===== src/sv/wsu_pkg.sv =====
// ----------------------------------------------------------------------------
// wsu_pkg
// Shared types and constants for the frame unmasker: result record and
// result kind codes.
// ----------------------------------------------------------------------------
`default_nettype none

package wsu_pkg;

  localparam logic [7:0] CLOSE_BYTE = 8'h88;
  localparam logic [6:0] LEN_MASK   = 7'h7F;

  typedef enum logic {
    KIND_PAYLOAD = 1'b0,
    KIND_CLOSE   = 1'b1
  } wsu_kind_t;

  // One result as produced by the parser for the item in the input register.
  typedef struct packed {
    logic       present;
    logic [7:0] data;
    logic       last;
    wsu_kind_t  kind;
  } wsu_res_t;

endpackage

`default_nettype wire


===== src/sv/wsu_in_stage.sv =====
// ----------------------------------------------------------------------------
// wsu_in_stage
// Input register: holds one received byte until the parser consumes it.
// ----------------------------------------------------------------------------
`default_nettype none

module wsu_in_stage (
  input  wire logic       clk,
  input  wire logic       rst_n,
  input  wire logic       in_valid,
  output logic            in_ready,
  input  wire logic [7:0] in_byte,
  input  wire logic       take_i,
  output logic            vld_o,
  output logic [7:0]      byte_o
);
  import wsu_pkg::*;

  logic       vld_r;
  logic       vld_nxt;
  logic [7:0] byte_r;

  // A new item may enter whenever the held one leaves in the same cycle.
  assign in_ready = !vld_r || take_i;
  assign vld_nxt  = in_ready ? in_valid : vld_r;

  always_ff @(posedge clk) begin
    if (!rst_n) begin
      vld_r <= 1'b0;
    end else begin
      vld_r <= vld_nxt;
    end
  end

  always_ff @(posedge clk) begin
    if (in_valid && in_ready) begin
      byte_r <= in_byte;
    end
  end

  assign vld_o  = vld_r;
  assign byte_o = byte_r;

endmodule

`default_nettype wire


===== src/sv/wsu_parser.sv =====
// ----------------------------------------------------------------------------
// wsu_parser
// Frame state machine: tracks header, key and payload bytes, keeps the
// masking key and forms the result for the current byte: unmasked payload or close.
// ----------------------------------------------------------------------------
`default_nettype none

module wsu_parser (
  input  wire logic            clk,
  input  wire logic            rst_n,
  input  wire logic            vld_i,
  input  wire logic [7:0]      byte_i,
  input  wire logic            step_i,
  output wsu_pkg::wsu_res_t    res_o
);
  import wsu_pkg::*;

  typedef enum logic [2:0] {
    PH_HDR0    = 3'd0,
    PH_HDR1    = 3'd1,
    PH_KEY     = 3'd2,
    PH_PAYLOAD = 3'd3,
    PH_CLOSED  = 3'd4
  } phase_t;

  phase_t     phase_r,    phase_nxt;
  logic [6:0] left_r,     left_nxt;
  logic [1:0] kpos_r,     kpos_nxt;
  logic [7:0] key_r [4];
  wsu_res_t   res;

  always_comb begin
    phase_nxt   = phase_r;
    left_nxt    = left_r;
    kpos_nxt    = kpos_r;
    res.present = 1'b0;
    res.data    = 8'h00;
    res.last    = 1'b0;
    res.kind    = KIND_PAYLOAD;
    case (phase_r)
      PH_HDR1: begin
        left_nxt  = byte_i[6:0] & LEN_MASK;
        kpos_nxt  = 2'd0;
        phase_nxt = PH_KEY;
      end
      PH_KEY: begin
        kpos_nxt = kpos_r + 2'd1;
        if (kpos_r == 2'd3) begin
          phase_nxt = (left_r == 7'd0) ? PH_HDR0 : PH_PAYLOAD;
        end
      end
      PH_PAYLOAD: begin
        kpos_nxt    = kpos_r + 2'd1;
        left_nxt    = left_r - 7'd1;
        res.present = vld_i;
        res.data    = byte_i ^ key_r[kpos_r];
        res.last    = (left_r == 7'd1);
        if (left_r == 7'd1) begin
          phase_nxt = PH_HDR0;
        end
      end
      PH_CLOSED: begin
        phase_nxt = PH_CLOSED;
      end
      default: begin
        if (byte_i == CLOSE_BYTE) begin
          res.present = vld_i;
          res.kind    = KIND_CLOSE;
          phase_nxt   = PH_CLOSED;
        end else begin
          phase_nxt = PH_HDR1;
        end
      end
    endcase
  end

  always_ff @(posedge clk) begin
    if (!rst_n) begin
      phase_r <= PH_HDR0;
      left_r  <= 7'd0;
      kpos_r  <= 2'd0;
    end else if (step_i) begin
      phase_r <= phase_nxt;
      left_r  <= left_nxt;
      kpos_r  <= kpos_nxt;
    end
  end

  // Key bytes are always written before the first payload byte reads them.
  always_ff @(posedge clk) begin
    if (step_i && phase_r == PH_KEY) begin
      key_r[kpos_r] <= byte_i;
    end
  end

  assign res_o = res;

`ifndef SYNTH
  a_closed_sticks: assert property (@(posedge clk) disable iff (!rst_n)
    phase_r == PH_CLOSED |=> phase_r == PH_CLOSED)
    else $error("parser left the closed phase");

  a_closed_silent: assert property (@(posedge clk) disable iff (!rst_n)
    phase_r == PH_CLOSED |-> !res.present)
    else $error("result produced after close");

  a_payload_nonzero: assert property (@(posedge clk) disable iff (!rst_n)
    phase_r == PH_PAYLOAD |-> left_r != 7'd0)
    else $error("payload phase with no bytes left");

  a_last_ends_frame: assert property (@(posedge clk) disable iff (!rst_n)
    step_i && res.present && res.last |=> phase_r == PH_HDR0)
    else $error("last payload byte did not return to header phase");
`endif

endmodule

`default_nettype wire


===== src/sv/wsu_out_stage.sv =====
// ----------------------------------------------------------------------------
// wsu_out_stage
// Result register: holds one result until the downstream side takes it.
// ----------------------------------------------------------------------------
`default_nettype none

module wsu_out_stage (
  input  wire logic              clk,
  input  wire logic              rst_n,
  input  wire logic              load_i,
  input  wire wsu_pkg::wsu_res_t res_i,
  output logic                   space_o,
  output logic                   out_valid,
  input  wire logic              out_ready,
  output logic [7:0]             out_byte,
  output logic                   out_last_of_frame,
  output logic                   out_result_kind
);
  import wsu_pkg::*;

  logic     vld_r;
  logic     vld_nxt;
  wsu_res_t res_r;

  // The register can take a new result when empty or emptied this cycle.
  assign space_o = !vld_r || out_ready;
  assign vld_nxt = load_i ? 1'b1 : (vld_r && !out_ready);

  always_ff @(posedge clk) begin
    if (!rst_n) begin
      vld_r <= 1'b0;
    end else begin
      vld_r <= vld_nxt;
    end
  end

  always_ff @(posedge clk) begin
    if (load_i) begin
      res_r <= res_i;
    end
  end

  assign out_valid         = vld_r;
  assign out_byte          = res_r.data;
  assign out_last_of_frame = res_r.last;
  assign out_result_kind   = res_r.kind;

endmodule

`default_nettype wire


===== src/sv/websocket_frame_unmasker.sv =====
// ----------------------------------------------------------------------------
// websocket_frame_unmasker
// Unmasks a byte stream of back-to-back client frames; reports a close frame
// once and then drops all further input until reset.
// ----------------------------------------------------------------------------
//   Channel   Direction  Handshake             Payload
//   in_       input      in_valid/in_ready     in_byte[7:0]
//   out_      output     out_valid/out_ready   out_byte[7:0], out_last_of_frame,
//                                              out_result_kind
//
// One byte is accepted per cycle while the input register is empty or its
// held byte moves on; the byte's result is loaded into the result register
// as it moves on. Header and key bytes, except a close byte, and every byte
// after a close, produce no result; the result register drives the outputs.
// Reset is synchronous and active low and returns the parser to the header.
// A stalled output holds its result; input keeps flowing while the held
// byte produces no result or the result register frees up.
// ----------------------------------------------------------------------------
`default_nettype none

module websocket_frame_unmasker (
  input  wire logic       clk,
  input  wire logic       rst_n,
  input  wire logic       in_valid,
  output logic            in_ready,
  input  wire logic [7:0] in_byte,
  output logic            out_valid,
  input  wire logic       out_ready,
  output logic [7:0]      out_byte,
  output logic            out_last_of_frame,
  output logic            out_result_kind
);
  import wsu_pkg::*;

  logic       cur_vld;
  logic [7:0] cur_byte;
  logic       space;
  logic       advance;
  wsu_res_t   res;

  // The held byte moves on unless it has a result with nowhere to go.
  assign advance = cur_vld && (!res.present || space);

  wsu_in_stage u_in (
    .clk      (clk),
    .rst_n    (rst_n),
    .in_valid (in_valid),
    .in_ready (in_ready),
    .in_byte  (in_byte),
    .take_i   (advance),
    .vld_o    (cur_vld),
    .byte_o   (cur_byte)
  );

  wsu_parser u_parser (
    .clk    (clk),
    .rst_n  (rst_n),
    .vld_i  (cur_vld),
    .byte_i (cur_byte),
    .step_i (advance),
    .res_o  (res)
  );

  wsu_out_stage u_out (
    .clk               (clk),
    .rst_n             (rst_n),
    .load_i            (advance && res.present),
    .res_i             (res),
    .space_o           (space),
    .out_valid         (out_valid),
    .out_ready         (out_ready),
    .out_byte          (out_byte),
    .out_last_of_frame (out_last_of_frame),
    .out_result_kind   (out_result_kind)
  );

endmodule

`default_nettype wire

===== config.mk =====
export PLATFORM = sky130hd
export DESIGN_NAME = websocket_frame_unmasker
export DESIGN_NICKNAME = d
export VERILOG_FILES = /design/src/sv/wsu_pkg.sv /design/src/sv/wsu_in_stage.sv /design/src/sv/wsu_parser.sv /design/src/sv/wsu_out_stage.sv /design/src/sv/websocket_frame_unmasker.sv
export SDC_FILE = /design/constraint.sdc
export NUM_CORES = 1
export LEC_CHECK = 0
export ABC_AREA = 0
export ABC_CLOCK_PERIOD_IN_PS = 3900
export BUFFER_PORTS_ARGS = -buffer_cell sky130_fd_sc_hd__buf_4
export CORE_UTILIZATION = 36
export DETAILED_ROUTE_END_ITERATION = 8
export GPL_TIMING_DRIVEN = 0
export PLACE_DENSITY = 0.51
export SLEW_MARGIN = 20
export SYNTH_ARGS = -nofsm -noshare
export SYNTH_HDL_FRONTEND = slang
export SYNTH_SLANG_ARGS = --single-unit

===== constraint.sdc =====
create_clock -name clk -period 3.9 [get_ports clk]
set_clock_uncertainty 0.05 [all_clocks]
set_input_delay 0.39 -clock clk [delete_from_list [all_inputs] [get_ports clk]]
set_output_delay 0.39 -clock clk [all_outputs]
set_load 0.05 [all_outputs]

==> Word level (Yosys, flattened, before mapping) <==
Memory sizes are Yosys's and may differ from the RTL's. A register that Yosys moved wholly into a read port is not among the register bits.
Index checks and enable logic that the tools add are counted.
{ "totals": {"register_bits": 32, "ramBits": 32, "in_bits": 12, "word_cells": 58, "mem_count": 1} }
{ "classes": {"add_sub_neg": 2, "n_eq_ne": 9, "mux": 15, "bitwise": 1, "reduce_logical": 21} }
{ "mem_list": {"columns": ["name", "words", "width", "read_ports", "rd_clocked_by_memory_dff", "write_ports", "line", "rtl"], "rows": [
  ["u_parser.key_r", 4, 8, 1, 1, 1, "wsu_parser.sv:29", "logic [7:0] key_r [4];"]
]} }
{ "ops": {"columns": ["op", "count"], "rows": [
  ["$pmux 7 s2", 1],
  ["$pmux 3 s4", 1],
  ["$mux 3", 3],
  ["$eq 8x8->1 const B", 1],
  ["$xor 8x8->8", 1],
  ["$eq 7x1->1 const B", 1],
  ["$logic_not 7->1", 1],
  ["$sub 7x1->7 const B", 1],
  ["$eq 3x2->1 const B", 2],
  ["$mux 2", 3],
  ["$logic_and 1x1->1", 5],
  ["$mux 1", 5],
  ["$logic_not 1->1", 4],
  ["$ne 2x1->1 const B", 2],
  ["$pmux 2 s2", 1],
  ["$reduce_and 2->1", 2],
  ["$reduce_bool 2->1", 2],
  ["$reduce_or 4->1", 1],
  ["$eq 3x1->1 const B", 1],
  ["$eq 3x3->1 const B", 1],
  ["$logic_or 1x1->1", 3],
  ["$reduce_and 3->1", 1],
  ["$reduce_or 3->1", 1],
  ["$add 2x1->2 const B", 1],
  ["other kinds (3)", 3]
]} }

==> Longest topological paths before layout <==
{ "logic_depth": {"depth_word": 9, "mapped_depth": 8, "depth_no_buf": 7} }

==> Hierarchy <==
Synthesis repeated with hierarchy kept, for this count alone.
{ "unflattened": {"hier_cells": 200, "area_unflattened_um2": 2851.5} }
{ "modules_own_cells": {"columns": ["mod", "instances", "cells_each", "area_each_um2", "seq_area_each_um2"], "rows": [
  ["wsu_parser", 1, 170, 2185.8, 1241.2],
  ["wsu_out_stage", 1, 14, 349.1, 320.3],
  ["wsu_in_stage", 1, 13, 297.8, 260.2],
  ["websocket_frame_unmasker", 1, 3, 18.8, 0.0]
]} }

==> Worst setup path before layout <==
OpenSTA, ideal clock, no wires.
{ "synth_path": {"path_type": "reg2reg", "start": "reg u_parser.phase_r[0]", "end": "reg u_in.byte_r[0], in the netlist u_in.byte_o[0], enable pin", "setup_ns": 0.373, "t_arrival_ns": 1.665, "setup_slack_ns": 1.812, "stages_incl_launch_ff": 7, "period_less_slack_ns": 2.088, "cell_sequence": "dfxtp_1 > clkbuf_1 > nor3_1 > o211a_1 > o21ai_0 > nor2_1 > nor2b_1"} }
{ "synth_between": {"elab_chain_len": 8, "word_cells_on_any_way": 11, "cone_classes": "eq/ne (4); mux (1); reduce/logical (6)"} }
{ "synth_rtl": {"columns": ["element", "line", "rtl"], "rows": [
  ["from (decl)", "wsu_parser.sv:26", "phase_t phase_r, phase_nxt;"],
  ["from (signal assigned)", "wsu_parser.sv:83", "phase_r <= phase_nxt;"],
  ["$eq 3x1->1, or another cell as far along", "wsu_parser.sv:40", "case (phase_r)"],
  ["$reduce_or 3->1 (no source line)", null, null],
  ["$pmux 1 s2 *", "wsu_parser.sv:40", null],
  ["$logic_not 1->1 *", "websocket_frame_unmasker.sv:42", "assign advance = cur_vld && (!res.present || space);"],
  ["$logic_or 1x1->1 *", "websocket_frame_unmasker.sv:42", null],
  ["$logic_and 1x1->1 *", "websocket_frame_unmasker.sv:42", null],
  ["$logic_or 1x1->1 *", "wsu_in_stage.sv:24", "assign in_ready = !vld_r || take_i;"],
  ["$logic_and 1x1->1 *", "wsu_in_stage.sv:36", "if (in_valid && in_ready) begin"],
  ["to (signal assigned)", "wsu_in_stage.sv:37", "byte_r <= in_byte;"],
  ["to (decl)", "wsu_in_stage.sv:21", "logic [7:0] byte_r;"]
]} }
Every way passes the cells marked *; elsewhere a longest branch is shown, timed or not.
A chain may end at the register's enable or synchronous reset.

==> Worst setup path in the final report <==
{ "layout_path": {"start": "reg u_in.byte_r[0], in the netlist u_in.byte_o[0]", "end": "reg u_out.res_r, in the netlist u_out.out_byte[5], enable pin"} }
{ "layout_between": {"elab_chain_len": 7} }
{ "layout_rtl": {"columns": ["element", "line", "rtl"], "rows": [
  ["$eq 8x8->1 *", "wsu_parser.sv:66", "if (byte_i == CLOSE_BYTE) begin"],
  ["$mux 1 *", "wsu_parser.sv:66", null],
  ["$pmux 1 s2 *", "wsu_parser.sv:40", null],
  ["$logic_not 1->1", "websocket_frame_unmasker.sv:42", null],
  ["$logic_or 1x1->1", "websocket_frame_unmasker.sv:42", null],
  ["$logic_and 1x1->1", "websocket_frame_unmasker.sv:42", null],
  ["$logic_and 1x1->1 *", "websocket_frame_unmasker.sv:67", ".load_i (advance && res.present),"],
  ["via u_out.load_i", "wsu_out_stage.sv:10", "input wire logic load_i,"],
  ["to (signal assigned)", "wsu_out_stage.sv:39", "res_r <= res_i;"],
  ["to (decl)", "wsu_out_stage.sv:23", "wsu_res_t res_r;"]
]} }
The timed path passes the listed nets; every way through them passes the cells marked *.

==> metrics.md <==
| Metric | Value |
|---|---|
| Req. time, crit path | 3.81 ns |
| Postcts setup bufs | 0 |
| Slew @ Worst Pin | 1.05 ns |
| RSZ-0062 raised after global routing | false |
| Startpoint types | register |
| FF/Latch Area | 1820 sq um |
| Largest net degree at the start of global routing | 12 |
| Post-synth EDFFs | 50 |
| CTS tree | built |
| Primary FF master, synth | edfxtp_1 |
| Starting Density | 37.1% |
| Vias/cell | 4.88 |
| Syn-to-layout area delta | 16.0% |
| Clk_lat worst skew | 0.34 ns |
| CTS Buf Count | 9 |
| CTS Buffer Depth | 2 |
| Fin. max-slew vios | 0 |
| Top-area cell type share of the netlist area | 52.6% |
| Share of cells above drive strength 1 | 19.6% |
| Leak | 0.00110 uW |
| Final Critical Period | 2.75 ns |
| Ys Warns | 0 |
| Fill cells | 734 |
| Cell Area, Synth | 2850 sq um |
| Avg Synthesized Cell Area | 13.5 sq um |
| Grt ovf | 0 |
| Die Area | 8290 sq um |
| Die Width | 91.0 microns |
| N_diodes | 0 |
| H-tree depth | 3 |
| PwrDens | 403 nW/um^2 |
| ANT nets after route | 0 |
| Worst min path class | in2reg |
| Antenna violations before repair | 0 |
| Synthesis-stage register bit count | 66 |
| GRT Util Overall | 14.5% |
| Vias | 1718 |
| DR pass1 iterations | 4 |
| Max Freq | 363 MHz |
| Root Buffer | clkbuf_8 |
| Cell with the most instances after synthesis | edfxtp_1 |
| Clk sink count | 66 |
| Row count | 32 |
| Resized cells post-CTS | 0 |
| Post-synthesis sequential area ratio | 63.8% |
| DRC | 0 |
| Final Net Count | 264 |
| Core area | 7690 sq um |
| Outcome | completed |
| WHS | 0.172 ns |
| Multi-input logic area | 961 sq um |
| Post-synth top cells | 50 x edfxtp_1, 23 x nor2_1, 16 x dfxtp_1, 12 x o21ai_0 |
| Die Ht | 91.0 microns |
| Slew headroom | 29.7% |
| Placed wire-length estimate | 3610 microns |
| Critical path class | reg2reg |
| Finish-stage setup viols | 0 |
| Gp weighted congestion | 0.723 |
| Largest cells by area after synthesis | edfxtp_1 53%, dfxtp_1 11%, mux4_2 6.3% |
| Crit-path max FO | 10 |
| CTS clk-pin slew, worst paths | 0.07 ns |
| Post-detailed-routing wire length | 5390 microns |
| Critical Path Sink Type | register |
| Starting DRC count in detailed routing | 77 |
| Io pins | 24 |
| Post-synth cell types | 43 |
| Asr flop ratio synth | 0% |
| Port Buffers | 22 |
| Crit path DAT | 2.66 ns |
| Final Hold Vio Count | 0 |
| Part of the cycle the worst path needs | 70.6% |
| Wirelength per Cell | 15.3 microns |
| Syn Inst Count | 212 |
| Setup TNS Final | 0 ns |
| VDD IR max | 234 uV |
| Number of global-route vias before repair | 1671 |
| CTS hold repair buffers | 0 |
| First-pass GRT wire length | 8850 microns |
| # Max-Cap Violations | 0 |
| Post-Synthesis Net Count | 231 |
| Yosys top cell by area | edfxtp_1 |
## registers in the layout, summed over array words and instances, names as in the netlist, named ones only
signal,flops
u_in.byte_o,8
u_parser.left_r,7
u_out.out_valid,1
u_parser.phase_r,3
u_out.out_last_of_frame,1
u_parser.kpos_r,2
u_out.out_byte,8
u_parser.key_r,32
u_in.vld_o,1
u_out.out_result_kind,1
## metrics by stage
step                setup WS (ns)  util, %  area [sq um]  power, uW  std cells
floorplan                    1.81        -          2850        838        212
global placement             1.05     40.9          3150        864        336
detailed placement           1.07     40.9          3150        865        336
CTS                          1.04     43.1          3310       1350        352
global route                0.980     43.1          3310       1390        352
finish                       1.15     43.1          3310       1330        352
## kinds of logic after synthesis
family	after synthesis	share of synthesized area, %
simple gates	63	11.8
compound gates	40	9.65
buf+inv	19	2.50
xor+xnor	8	2.46
fa+ha+maj	7	3.07
flops	66	63.8
mux	9	6.66
## final timing paths
path,startpoint,end,slack [ns],cells past startpoint
max,u_in.byte_o[0],u_out.out_byte[5],1.15,4
max reg2reg,u_in.byte_o[0],u_out.out_byte[5],1.15,4
min reg2reg,u_parser.kpos_r[1],register,0.48,2
min,in_byte[2],u_in.byte_o[2],0.17,1
## final cells by class
| type | instances | share of cell area (%) |
|---|---|---|
| Multi-Input combinational cell | 127 | 29.0 |
| Timing Repair Buffer | 22 | 4.99 |
| Clock inverter | 5 | 0.945 |
| Tap cell | 102 | 3.86 |
| Sequential cell | 66 | 55.0 |
| Buffer | 10 | 1.13 |
| Inverter | 9 | 1.02 |
| Clock buffer | 11 | 3.97 |
## cell usage in the layout (no fill, tap or decap), types with 2 or more instances in the layout
| cell | n |
|---|---|
| edfxtp_1 | 50 |
| nor2_1 | 23 |
| buf_4 | 22 |
| dfxtp_1 | 16 |
| o21ai_0 | 12 |
| clkbuf_1 | 11 |
| inv_1 | 9 |
| clkbuf_8 | 9 |
| mux4_2 | 8 |
| xnor2_1 | 8 |
| and2_1 | 7 |
| ha_1 | 7 |
| nor3_1 | 6 |
| nand2_1 | 6 |
| a211oi_1 | 5 |
| o21a_1 | 4 |
| nor2b_1 | 4 |
| a21oi_1 | 4 |
| and3_1 | 3 |
| clkinvlp_4 | 3 |
| nand2b_1 | 2 |
| nor4b_1 | 2 |
| or4_1 | 2 |
| o221a_2 | 2 |
| a31oi_1 | 2 |
## routing by layer
metal	track usage [%]	wire, microns
met5	0	0
met4	6.75	87
met3	3.77	201
met2	21.8	2530
met1	19.7	2560
## critical path, cell delays in order (launching register included)
cell and delay, ns:
edfxtp_1 0.56, nor4b_1 0.52, o211a_1 0.27, o21ai_0 0.14, nor2_1 0.83
## where the power goes
part / switching, uW / total, uW / internal (uW)
sequential: 20.9 / 789 / 768
combinational: 29.9 / 59.6 / 29.6
clock: 258 / 485 / 227
(Power assumes the default switching activity.)
